--- config.mk ---
export PLATFORM = sky130hd
export DESIGN_NAME = morse_symbol_bit_packer_core
export DESIGN_NICKNAME = d
export VERILOG_FILES = /design/src/design/msbp_pkg.sv /design/src/design/morse_symbol_bit_packer_core.sv
export SDC_FILE = /design/constraint.sdc
export NUM_CORES = 1
export LEC_CHECK = 0
export BUFFER_PORTS_ARGS = -buffer_cell sky130_fd_sc_hd__buf_4
export CORE_MARGIN = 2
export CORE_UTILIZATION = 57
export DETAILED_ROUTE_END_ITERATION = 6
export PLACE_DENSITY_LB_ADDON = 0.3
export SETUP_SLACK_MARGIN = 0.3
export SYNTH_ARGS = -nofsm -noshare
export SYNTH_HDL_FRONTEND = slang
export SYNTH_SLANG_ARGS = --single-unit
--- constraint.sdc ---
create_clock -name clk -period 6.2 [get_ports clk]
set_input_delay 0.62 -clock clk [delete_from_list [all_inputs] [get_ports clk]]
set_output_delay 0.62 -clock clk [all_outputs]
set_load 0.03 [all_outputs]
--- src/design/msbp_pkg.sv ---
package msbp_pkg;

  typedef struct packed {
    logic [7:0] text_byte;
    logic       end_of_text;
  } msbp_in_t;

  typedef struct packed {
    logic [7:0] packed_byte;
    logic       last_byte;
  } msbp_out_t;

  localparam logic [7:0] NEWLINE_CHAR = 8'h0A;
  localparam logic [1:0] GAP_CODE     = 2'b10;
  localparam logic [1:0] SPACE_CODE   = 2'b11;
  localparam logic [5:0] NEWLINE_CODE = 6'b111111;

  // high nibble: symbol count, low nibble: dash bits, first symbol in the msb used
  function automatic logic [7:0] msbp_morse(input logic [4:0] idx);
    logic [7:0] pat;
    case (idx)
      5'd0:    pat = 8'h21;
      5'd1:    pat = 8'h48;
      5'd2:    pat = 8'h4A;
      5'd3:    pat = 8'h34;
      5'd4:    pat = 8'h10;
      5'd5:    pat = 8'h42;
      5'd6:    pat = 8'h36;
      5'd7:    pat = 8'h40;
      5'd8:    pat = 8'h20;
      5'd9:    pat = 8'h47;
      5'd10:   pat = 8'h35;
      5'd11:   pat = 8'h44;
      5'd12:   pat = 8'h23;
      5'd13:   pat = 8'h22;
      5'd14:   pat = 8'h37;
      5'd15:   pat = 8'h46;
      5'd16:   pat = 8'h4D;
      5'd17:   pat = 8'h32;
      5'd18:   pat = 8'h30;
      5'd19:   pat = 8'h11;
      5'd20:   pat = 8'h31;
      5'd21:   pat = 8'h41;
      5'd22:   pat = 8'h33;
      5'd23:   pat = 8'h49;
      5'd24:   pat = 8'h4B;
      5'd25:   pat = 8'h4C;
      default: pat = 8'h00;
    endcase
    return pat;
  endfunction

endpackage

--- src/design/morse_symbol_bit_packer_core.sv ---
// accepted input beats are registered in in_r, then packed into the out_data buffer
// throughput: one input beat per cycle while each character yields at most one byte
// and out_stall is low; a character that yields two bytes stalls the input until the
// single output port has drained the two-entry result buffer to its last entry
// reset: synchronous active-low rst_n empties the input and result registers
// and clears the held symbol bits
module morse_symbol_bit_packer_core (
  input  logic                clk,
  input  logic                rst_n,
  input  logic                in_valid,
  output logic                in_stall,
  input  msbp_pkg::msbp_in_t  in_data,
  output logic                out_valid,
  input  logic                out_stall,
  output msbp_pkg::msbp_out_t out_data
);
  import msbp_pkg::*;

  msbp_in_t    in_r;
  logic        in_vld_r, in_vld_nxt;
  logic [5:0]  pend_bits_r, pend_bits_nxt;
  logic [2:0]  pend_cnt_r, pend_cnt_nxt;
  logic [7:0]  byte0_r, byte0_nxt;
  logic [7:0]  byte1_r, byte1_nxt;
  logic [1:0]  cnt_r, cnt_nxt;
  logic        last_r, last_nxt;

  logic        in_acc, out_acc, free, move;
  logic        letter;
  logic [4:0]  idx;
  logic [7:0]  pat;
  logic [7:0]  dash_exp;
  logic [9:0]  sym;
  logic [3:0]  sl;
  logic [15:0] acc;
  logic [4:0]  tot;
  logic [4:0]  sh;
  logic [15:0] word;
  logic [15:0] pad_mask;
  logic [5:0]  rem_mask;
  logic [1:0]  nb;

  assign out_acc  = out_valid && !out_stall;
  assign free     = (cnt_r == 2'd0) || ((cnt_r == 2'd1) && out_acc);
  assign move     = in_vld_r && free;
  assign in_stall = in_vld_r && !free;
  assign in_acc   = in_valid && !in_stall;

  assign out_valid            = (cnt_r != 2'd0);
  assign out_data.packed_byte = byte0_r;
  assign out_data.last_byte   = last_r && (cnt_r == 2'd1);

  // symbol generation and packing
  always_comb begin
    letter = (in_r.text_byte[7:6] == 2'b01) && (in_r.text_byte[4:0] != 5'd0)
             && (in_r.text_byte[4:0] <= 5'd26);
    idx    = in_r.text_byte[4:0] - 5'd1;
    pat    = msbp_morse(idx);
    dash_exp = {1'b0, pat[3], 1'b0, pat[2], 1'b0, pat[1], 1'b0, pat[0]};
    if (letter) begin
      sym = {dash_exp, GAP_CODE};
      sl  = {pat[6:4], 1'b0} + 4'd2;
    end else if (in_r.text_byte == NEWLINE_CHAR) begin
      sym = {4'd0, NEWLINE_CODE};
      sl  = 4'd6;
    end else begin
      sym = {8'd0, SPACE_CODE};
      sl  = 4'd2;
    end
    acc      = ({10'd0, pend_bits_r} << sl) | {6'd0, sym};
    tot      = {2'd0, pend_cnt_r} + {1'b0, sl};
    sh       = 5'd16 - tot;
    word     = acc << sh;
    pad_mask = ~(16'hFFFF << sh);
    rem_mask = ~(6'h3F << tot[2:0]);
    nb       = tot[4:3];
    if (in_r.end_of_text && (tot[2:0] != 3'd0)) begin
      word = word | pad_mask;
      nb   = nb + 2'd1;
    end
  end

  always_comb begin
    in_vld_nxt    = in_vld_r;
    pend_bits_nxt = pend_bits_r;
    pend_cnt_nxt  = pend_cnt_r;
    byte0_nxt     = byte0_r;
    byte1_nxt     = byte1_r;
    cnt_nxt       = cnt_r;
    last_nxt      = last_r;
    if (out_acc) begin
      if (cnt_r == 2'd2) begin
        byte0_nxt = byte1_r;
        cnt_nxt   = 2'd1;
      end else begin
        cnt_nxt = 2'd0;
      end
    end
    if (move) begin
      byte0_nxt = word[15:8];
      byte1_nxt = word[7:0];
      cnt_nxt   = nb;
      last_nxt  = in_r.end_of_text;
      if (in_r.end_of_text) begin
        pend_bits_nxt = 6'd0;
        pend_cnt_nxt  = 3'd0;
      end else begin
        pend_bits_nxt = acc[5:0] & rem_mask;
        pend_cnt_nxt  = tot[2:0];
      end
      in_vld_nxt = 1'b0;
    end
    if (in_acc) begin
      in_vld_nxt = 1'b1;
    end
  end

  always_ff @(posedge clk) begin
    if (!rst_n) begin
      in_vld_r    <= 1'b0;
      pend_bits_r <= 6'd0;
      pend_cnt_r  <= 3'd0;
      cnt_r       <= 2'd0;
      last_r      <= 1'b0;
    end else begin
      in_vld_r    <= in_vld_nxt;
      pend_bits_r <= pend_bits_nxt;
      pend_cnt_r  <= pend_cnt_nxt;
      cnt_r       <= cnt_nxt;
      last_r      <= last_nxt;
    end
  end

  always_ff @(posedge clk) begin
    if (in_acc) begin
      in_r <= in_data;
    end
    byte0_r <= byte0_nxt;
    byte1_r <= byte1_nxt;
  end

endmodule

==> results of run 1 <==
## critical path, cell delays in order (launching register included)
cell      delay (ps)
edfxtp_1         380
inv_1            250
ha_4             310
nor3b_4          320
xnor2_1          200
nand3_1          110
o21a_1           270
inv_2            120
ha_1             290
a21o_1           240
clkinv_1         160
fa_1             690
nand2_1          150
xnor2_1          170
and2_1           200
mux4_2           610
a211oi_2         220
nor3_1            80
o32a_1           320
## cells in the mapped netlist, types with 5 or more instances
cell type   n  area [um2]
o221ai_1    8        70.1
nand3_1     9        45.0
inv_1      18        67.6
o31ai_1     6        45.0
nand2b_1    8        50.1
nor2b_1    15        93.8
clkbuf_1   16        60.1
a22oi_1     7        52.6
o211ai_1    9        67.6
edfxtp_1   25         751
and2_1      5        31.3
ha_1       15         188
o21ai_0    23         115
a21o_1      7        52.6
a21boi_0    5        37.5
nand2_1    40         150
o32a_1      5        50.1
a21oi_1    31         155
xnor2_1    10        87.6
buf_2       7        35.0
dfxtp_1    12         240
nor3_1     13        65.1
a211oi_1    6        45.0
nor2_1     29         109
## state kept, by name (all words and copies together), names as in the netlist
signal,flops
in_r,9
byte1_r,8
byte0_r,8
last_r,1
pend_bits_r,6
pend_cnt_r,2
cnt_r,2
in_vld_r,1
## per-layer routing
layer / GRT usage [%] / vias up
li1: - / 1569
met1: 40.3 / 1532
met2: 45.2 / 174
met3: 3.74 / 20
met4: 7.63 / 0
met5: 0 / -
## kinds of logic after synthesis
family | synth area share, %
fa+ha+maj | 6.36
xor+xnor | 3.47
buf+inv | 6.28
mux | 3.51
flops | 28.9
simple gates | 21.4
compound gates | 30.0
## area by class of cell
cell class	instances	area, um2	area share [%]
Clock buffer	5	68.8	1.85
Timing Repair Buffer	32	240	6.46
Multi-Input combinational cell	325	2230	60.0
Inverter	21	78.8	2.12
Tap cell	75	93.8	2.52
Clock inverter	3	16.3	0.437
Sequential cell	37	991	26.6
## worst paths after layout
path,from,end,slack [ps],cells past startpoint
worst max-delay path,in_r[1]$_DFFE_PP_,byte0_r[1]$_DFFE_PP_,860,18
worst min-delay path,last_r$_SDFFE_PN0P_,last_r$_SDFFE_PN0P_,470,2
worst max register to register,in_r[1]$_DFFE_PP_,byte0_r[1]$_DFFE_PP_,860,18
worst min register to register,last_r$_SDFFE_PN0P_,last_r$_SDFFE_PN0P_,470,2
## power by group through the flow
stage	clock network, mW	registers (mW)	logic, mW
after global placement	0	0.301	0.268
after detailed placement	0	0.302	0.270
after global routing	0.182	0.298	0.307
final	0.170	0.296	0.279
after CTS	0.171	0.296	0.271
after floorplan	0	0.308	0.199
## through the flow
stage	cells	utilization [%]
final	498	63.6
after global routing	498	63.6
after CTS	498	63.4
after detailed placement	490	61.9
after global placement	490	61.9
after floorplan	411	-
## repair_timing
item                       in CTS  in global routing
gates resized for setup         0                  3
hold buffers                    0                  0
setup endpoints to repair       0                 15
==> flow_summary_export.csv, run 1 <==
group,metric,value,unit
timing,finalClockSkew,8.55,ps
layout,nNetsFinal,451,
job,drv_cap,0,
cts,cts.clk_slew.worst_paths,80,ps
timing,rsz0062_at_grt,"no",
placed_design,globalplace.congestion,0.949,
global_route,grt_pass1_vias,2970,
yosys,synth_warnings,0,
cts,cts-root-buf,"clkbuf_8",
power,ir_worst_vdd,0.157,mV
yosys,ys_seq_area_share,28.9,%
layout,n_fill_cell,494,
routing,vias,3295,
cts,cts.sinks,37,
timing,worst_slew_pin_slew,886,ps
timing,max_freq,187,MHz
floorplan,initial_core_util,58.6,%
global_route,grt_pass1_wl,14600,um
yosys,synth_cell_types,70,
cts,cts_buffers,5,
layout,syn_to_final_growth,8.62,%
power,comb_power_share,37.5,%
yosys,synth_area_per_cell,8.34,um2
cts,cts_tree,"yes",
routing,wl_met1,3840,um
layout,final_layout_size_suffix_gt1_share,13.5,%
timing,finalSetupTns,0,ps
global_route,antenna_found_initial,0,
placed_design,placed_cell_area,3620,um2
power,p_per_area,200,nW/um2
layout,final_cell_area,3720,um2
outcome,status,"completed",
routing,drc,0,
placed_design,port_buffers,23,
cts,clockBufferDepth,2,
yosys,synth_edf_count,25,
global_route,grtUsageTotal,28.3,%
floorplan,coreArea,5850,um2
timing,drv_slew,0,
power,power,0.745,mW
global_route,grt_overflow,0,
power,p_sw_share,37.3,%
setup_path,arrival,5390,ps
timing,timing_hold_violations_final,0,
timing,fin_crit,5340,ps
yosys,async_reset_ff_share,0,%
routing,route.met2.wl,4060,um
floorplan,dieWidth,81.5,um
routing,top_layer_used,"met4",
routing,first_pass_iters,5,
routing,drtIter0Drc,472,
power,power.switching,0.278,mW
power,p_leak,1.34,nW
setup_path,end_kind,"register",
layout,final_cell_mix,"nand2_1 (40), buf_4 (32), a21oi_1 (31), nor2_1 (29), edfxtp_1 (25)",
floorplan,die_h,81.5,um
hold_path,hold_path.class,"reg2reg",
floorplan,io_pins,24,
power,p_clk_share,22.7,%
layout,n_antenna_cell,0,
cts,cts_setup_buffers,0,
layout,layout_commonest_cell,"nand2_1",
routing,detail-route-antenna-nets,0,
yosys,synth_seq_cells,37,
routing,wl_met3,673,um
setup_path,critPathMaxFanout,20,
yosys,synth-main-ff-cell,"edfxtp_1",
routing,vias_per_cell,6.62,
yosys,synth.cell_area,3430,um2
power,internal_power,0.468,mW
timing,slew_headroom,40.4,%
global_route,grt_max_degree,29,
timing,whs,468,ps
setup_path,critical_path_required,6240,ps
power,power_frac_seq,39.8,%
setup_path,critPathKind,"reg2reg",
routing,wl_per_cell,17.5,um
cts,clk_latency,300,ps
yosys,syn-num-nets,440,
floorplan,dieArea,6650,um2
cts,h-tree-depth,2,
placed_design,hpwl,6520,um
setup_path,critPathLaunchType,"register",
placed_design,pre_cts_ws,456,ps
timing,final.period_utilization,86.2,%
floorplan,rows,28,
timing,worst_slack,858,ps
timing,setup_viol,0,
yosys,syn_inst,411,
routing,wl,8730,um
No activity file was read; power rests on OpenSTA's default activity.
==> run 2, diff against run 1 <==
- CORE_MARGIN: 2 -> default
==> flow_summary_export.csv, run 2 (synthesis gave the netlist of run 1 again) <==
group,metric,value,unit
outcome,status,"completed",
placed_design,globalplace.congestion,0.932,
floorplan,dieWidth,79.5,um
placed_design,placed_cell_area,3630,um2
job,drv_cap,0,
power,p_leak,1.35,nW
routing,wl_met1,3970,um
hold_path,hold_path.class,"reg2reg",
layout,final_cell_area,3760,um2
power,internal_power,0.521,mW
layout,n_fill_cell,465,
layout,multi_input_area,2230,um2
global_route,grt_overflow,0,
power,power,0.799,mW
cts,clockBufferDepth,2,
setup_path,arrival,5520,ps
timing,rsz0062_at_grt,"no",
timing,fin_crit,5470,ps
cts,ctsHoldBuffers,0,
routing,wl_met3,687,um
global_route,antenna_found_initial,0,
timing,drv_slew,0,
placed_design,dp.cells,488,
power,power_frac_seq,37.1,%
power,p_per_area,212,nW/um2
setup_path,end_kind,"register",
cts,cts_setup_buffers,0,
power,p_clk_share,27.8,%
routing,route.met2.wl,4120,um
floorplan,dieArea,6320,um2
timing,finalSetupTns,0,ps
routing,vias_per_cell,6.65,
setup_path,critPathMaxFanout,16,
layout,layout_commonest_cell,"nand2_1",
setup_path,critPathKind,"reg2reg",
placed_design,port_buffers,23,
layout,ff_latch_area,991,um2
power,p_sw_share,34.8,%
timing,worst_slack,726,ps
layout,nNetsFinal,452,
floorplan,coreArea,5640,um2
cts,cts_buffers,5,
cts,h-tree-depth,2,
timing,worst_slew_pin_slew,888,ps
timing,slew_headroom,40.3,%
setup_path,r2r_cells,18,
cts,cts.sinks,37,
routing,wl,8970,um
cts,cts.clk_slew.worst_paths,80,ps
layout,syn_to_final_growth,9.75,%
routing,vias,3298,
timing,finalClockSkew,5.33,ps
routing,top_layer_used,"met4",
hold_path,hold_depth,2,
global_route,grtUsageTotal,30.4,%
timing,setup_viol,0,
layout,final_cell_count_no_fill,496,
power,comb_power_share,35.1,%
routing,drtIter0Drc,505,
layout,largest_reg_flops,9,
timing,timing_hold_violations_final,0,
layout,final_cell_mix,"nand2_1 (40), buf_4 (33), a21oi_1 (31), nor2_1 (29), edfxtp_1 (25)",
layout,final_layout_size_suffix_gt1_share,13.4,%
placed_design,hpwl,6560,um
global_route,grt_max_degree,29,
timing,max_freq,183,MHz
placed_design,pre_cts_ws,467,ps
routing,first_pass_iters,5,
cts,clk_latency,300,ps
layout,top_register,"in_r",
power,ir_worst_vdd,0.186,mV
layout,n_antenna_cell,0,
global_route,grt_pass1_wl,14900,um
cts,post_cts_resized,0,
cts,cts_tree,"yes",
floorplan,initial_core_util,60.7,%
floorplan,die_h,79.5,um
setup_path,critical_path_required,6250,ps
global_route,grt_pass1_vias,3032,
routing,wl_per_cell,18.1,um
floorplan,rows,27,
floorplan,io_pins,24,
timing,final.period_utilization,88.3,%
setup_path,critPathLaunchType,"register",
cts,cts-root-buf,"clkbuf_8",
layout,reg.largest.list,"in_r (9), byte0_r (8), byte1_r (8)",
power,power.switching,0.278,mW
routing,drc,0,
routing,detail-route-antenna-nets,0,
run 2: cell count changes in the layout (fill, tap and decap cells not counted), sizes merged:
cell,before,now
buf,32,33
clkinvlp,0,1
clkinv,4,3
bufinv,0,1
inv,20,18
clkbuf,5,6
run 2: power groups by stage:
stage               sequential, mW  clock (mW)  combinational (mW)
floorplan                    0.308           0               0.199
global placement             0.301           0               0.266
detailed placement           0.302           0               0.271
CTS                          0.296       0.224               0.273
global route                 0.298       0.235               0.305
finish                       0.296       0.222               0.280
run 2: cell type report:
| type | instances | share of cell area (%) |
|---|---|---|
| timing repair buffer | 33 | 6.59 |
| tap | 72 | 2.40 |
| multi-input combinational | 325 | 59.4 |
| clock inverter | 2 | 0.998 |
| clock buffer | 6 | 2.20 |
| sequential | 37 | 26.4 |
| inverter | 21 | 2.10 |
run 2: stage by stage:
step | hold slack [ps] | utilization, %
after floorplan | 444 | -
after global placement | 456 | 64.3
after detailed placement | 464 | 64.3
after CTS | 475 | 66.4
after global routing | 486 | 66.6
final | 479 | 66.6
run 2: final timing paths:
path                                                  from                    endpoint  slack (ps)
worst max register to register           in_r[1]$_DFFE_PP_        byte0_r[1]$_DFFE_PP_         730
worst min register to register  pend_cnt_r[1]$_SDFFE_PN0P_  pend_cnt_r[1]$_SDFFE_PN0P_         480
worst min-delay path            pend_cnt_r[1]$_SDFFE_PN0P_  pend_cnt_r[1]$_SDFFE_PN0P_         480
worst max-delay path                     in_r[1]$_DFFE_PP_        byte0_r[1]$_DFFE_PP_         730
run 2: per-layer routing:
layer | vias to the layer above | global-route usage, %
li1 | 1568 | -
met1 | 1547 | 43.0
met2 | 165 | 46.3
met3 | 18 | 4.69
met4 | 0 | 11.3
met5 | - | 0
run 2: critical path, cell delays in order (launching register included):
cell      delay, ps
edfxtp_1        360
buf_4           200
ha_1            440
nor2_1          130
and3_1          230
o21ai_0         170
o21a_1          290
clkinv_1        260
ha_1            340
a21o_1          230
clkinv_1        150
fa_1            680
nand2_1         130
xnor2_1         160
and2_1          200
mux4_2          610
a211oi_2        220
nor3_1           80
o32a_1          330
==> run 3, diff against run 2 <==
- clock period: 6.2 -> 5.9 ns (I/O delays scaled with it)
==> flow_summary_export.csv, run 3 (synthesis gave the netlist of run 1 again) <==
group,metric,value,unit
outcome,status,"completed",
setup_path,critical_path_required,5950,ps
placed_design,globalplace.congestion,0.932,
routing,first_pass_iters,5,
timing,worst_slew_pin_slew,876,ps
floorplan,io_pins,24,
timing,max_freq,191,MHz
setup_path,cp_slowest_cell,"fa_2",
layout,final_layout_size_suffix_gt1_share,14.3,%
setup_path,worst-path-buf-inv,3,
global_route,grt_overflow,0,
setup_path,cp_num_cells,18,
routing,detail-route-antenna-nets,0,
setup_path,critical-path-top-delay-family,"adder cells",
timing,drv_slew,0,
cts,cts.sinks,37,
power,p_leak,1.37,nW
cts,cts_buffers,5,
setup_path,critPathKind,"reg2reg",
routing,wl,8850,um
setup_path,r2r_cells,18,
setup_path,end_kind,"register",
layout,utilization,66.9,%
routing,vias_per_cell,6.73,
placed_design,port_buffers,23,
global_route,grt_pass1_wl,14700,um
timing,slew_headroom,41.0,%
timing,finalSetupTns,0,ps
timing,setup_viol,0,
floorplan,dieArea,6320,um2
timing,finalClockSkew,7.25,ps
cts,cts-root-buf,"clkbuf_8",
setup_path,arrival,5280,ps
layout,top_register,"in_r",
setup_path,crit_chain,"inv_1 -> ha_2 -> nor3b_4 -> xnor2_1 -> nand3_1 -> o21a_1 -> clkinv_1 -> ha_1 -> a21o_1 -> clkinv_1 -> fa_2 -> nand2_1 -> xnor2_1 -> and2_1 -> mux4_2 -> a211oi_2 -> nor3_1 -> o32a_1",
cts,h-tree-depth,2,
timing,rsz0062_at_grt,"no",
layout,largest_reg_flops,9,
routing,drtIter0Drc,614,
cts,clk_latency,300,ps
layout,reg.largest.list,"in_r (9), byte0_r (8), byte1_r (8)",
cts,cts.clk_slew.worst_paths,80,ps
layout,final_cell_mix,"nand2_1 (40), buf_4 (36), a21oi_1 (31), nor2_1 (29), edfxtp_1 (25)",
global_route,grt_pass1_vias,3026,
placed_design,pre_cts_ws,604,ps
setup_path,slowest_delay,650,ps
cts,clockBufferDepth,2,
job,drv_cap,0,
layout,layout_commonest_cell,"nand2_1",
layout,n_fill_cell,462,
power,power,0.842,mW
setup_path,critPathLaunchType,"register",
global_route,antenna_found_initial,0,
floorplan,die_h,79.5,um
floorplan,dieWidth,79.5,um
placed_design,hpwl,6500,um
timing,fin_crit,5230,ps
global_route,grt_max_degree,29,
global_route,grtUsageTotal,29.6,%
timing,worst_slack,671,ps
routing,vias,3359,
layout,n_antenna_cell,0,
timing,timing_hold_violations_final,0,
timing,final.period_utilization,88.6,%
floorplan,coreArea,5640,um2
hold_path,hold_path.class,"in2reg",
power,ir_worst_vdd,0.156,mV
routing,drc,0,
power,p_per_area,223,nW/um2
routing,wl_per_cell,17.7,um
cts,cts_setup_buffers,0,
floorplan,initial_core_util,60.7,%
layout,syn_to_final_growth,10.2,%
hold_path,hold_depth,1,
setup_path,critPathMaxFanout,13,
cts,cts_tree,"yes",
layout,nNetsFinal,455,
timing,whs,468,ps
floorplan,rows,27,
run 3: area by class of cell:
cell class | count | area [um2] | share of cell area, %
multi-input combinational | 325 | 2220 | 58.9
sequential | 37 | 991 | 26.3
timing repair buffer | 36 | 270 | 7.16
tap | 72 | 90.1 | 2.39
clock buffer | 6 | 82.6 | 2.19
inverter | 21 | 78.8 | 2.09
clock inverter | 2 | 37.5 | 0.994
run 3: per-stage QoR:
stage               area, um2  cells
floorplan                3430    411
global placement         3650    491
detailed placement       3650    491
CTS                      3770    499
global route             3770    499
finish                   3770    499
run 3: power breakdown:
part	internal (mW)	switching (mW)	leakage, nW
clock	0.138	0.0982	0.0574
combinational	0.112	0.184	0.972
sequential	0.300	0.0114	0.337
run 3: what timing repair did:
action	in CTS	in global routing
hold buffers	0	0
endpoints found under the setup margin	0	3
gates resized for setup	0	2
run 3: worst paths after layout:
kind	start	end	slack [ps]
max	in_r[1]$_DFFE_PP_	byte0_r[1]$_DFFE_PP_	670
min reg2reg	pend_cnt_r[1]$_SDFFE_PN0P_	pend_cnt_r[1]$_SDFFE_PN0P_	480
max reg2reg	in_r[1]$_DFFE_PP_	byte0_r[1]$_DFFE_PP_	670
min	in_data[5]	in_r[5]$_DFFE_PP_	470
run 3: layer usage:
metal | global-route usage (%) | share of wire [%] | vias to the layer above
met5 | 0 | 0 | -
met4 | 10.0 | 2.2 | 0
met3 | 4.23 | 9.6 | 29
met2 | 45.4 | 45 | 205
met1 | 42.4 | 43 | 1544
li1 | - | - | 1581
run 3: worst reg2reg max path: stages, from the launching register on:
cell and delay [ps]:
edfxtp_1 380, inv_1 180, ha_2 340, nor3b_4 320, xnor2_1 210, nand3_1 110
o21a_1 260, clkinv_1 130, ha_1 290, a21o_1 240, clkinv_1 160, fa_2 650
nand2_1 120, xnor2_1 150, and2_1 210, mux4_2 610, a211oi_2 220, nor3_1 70
o32a_1 330
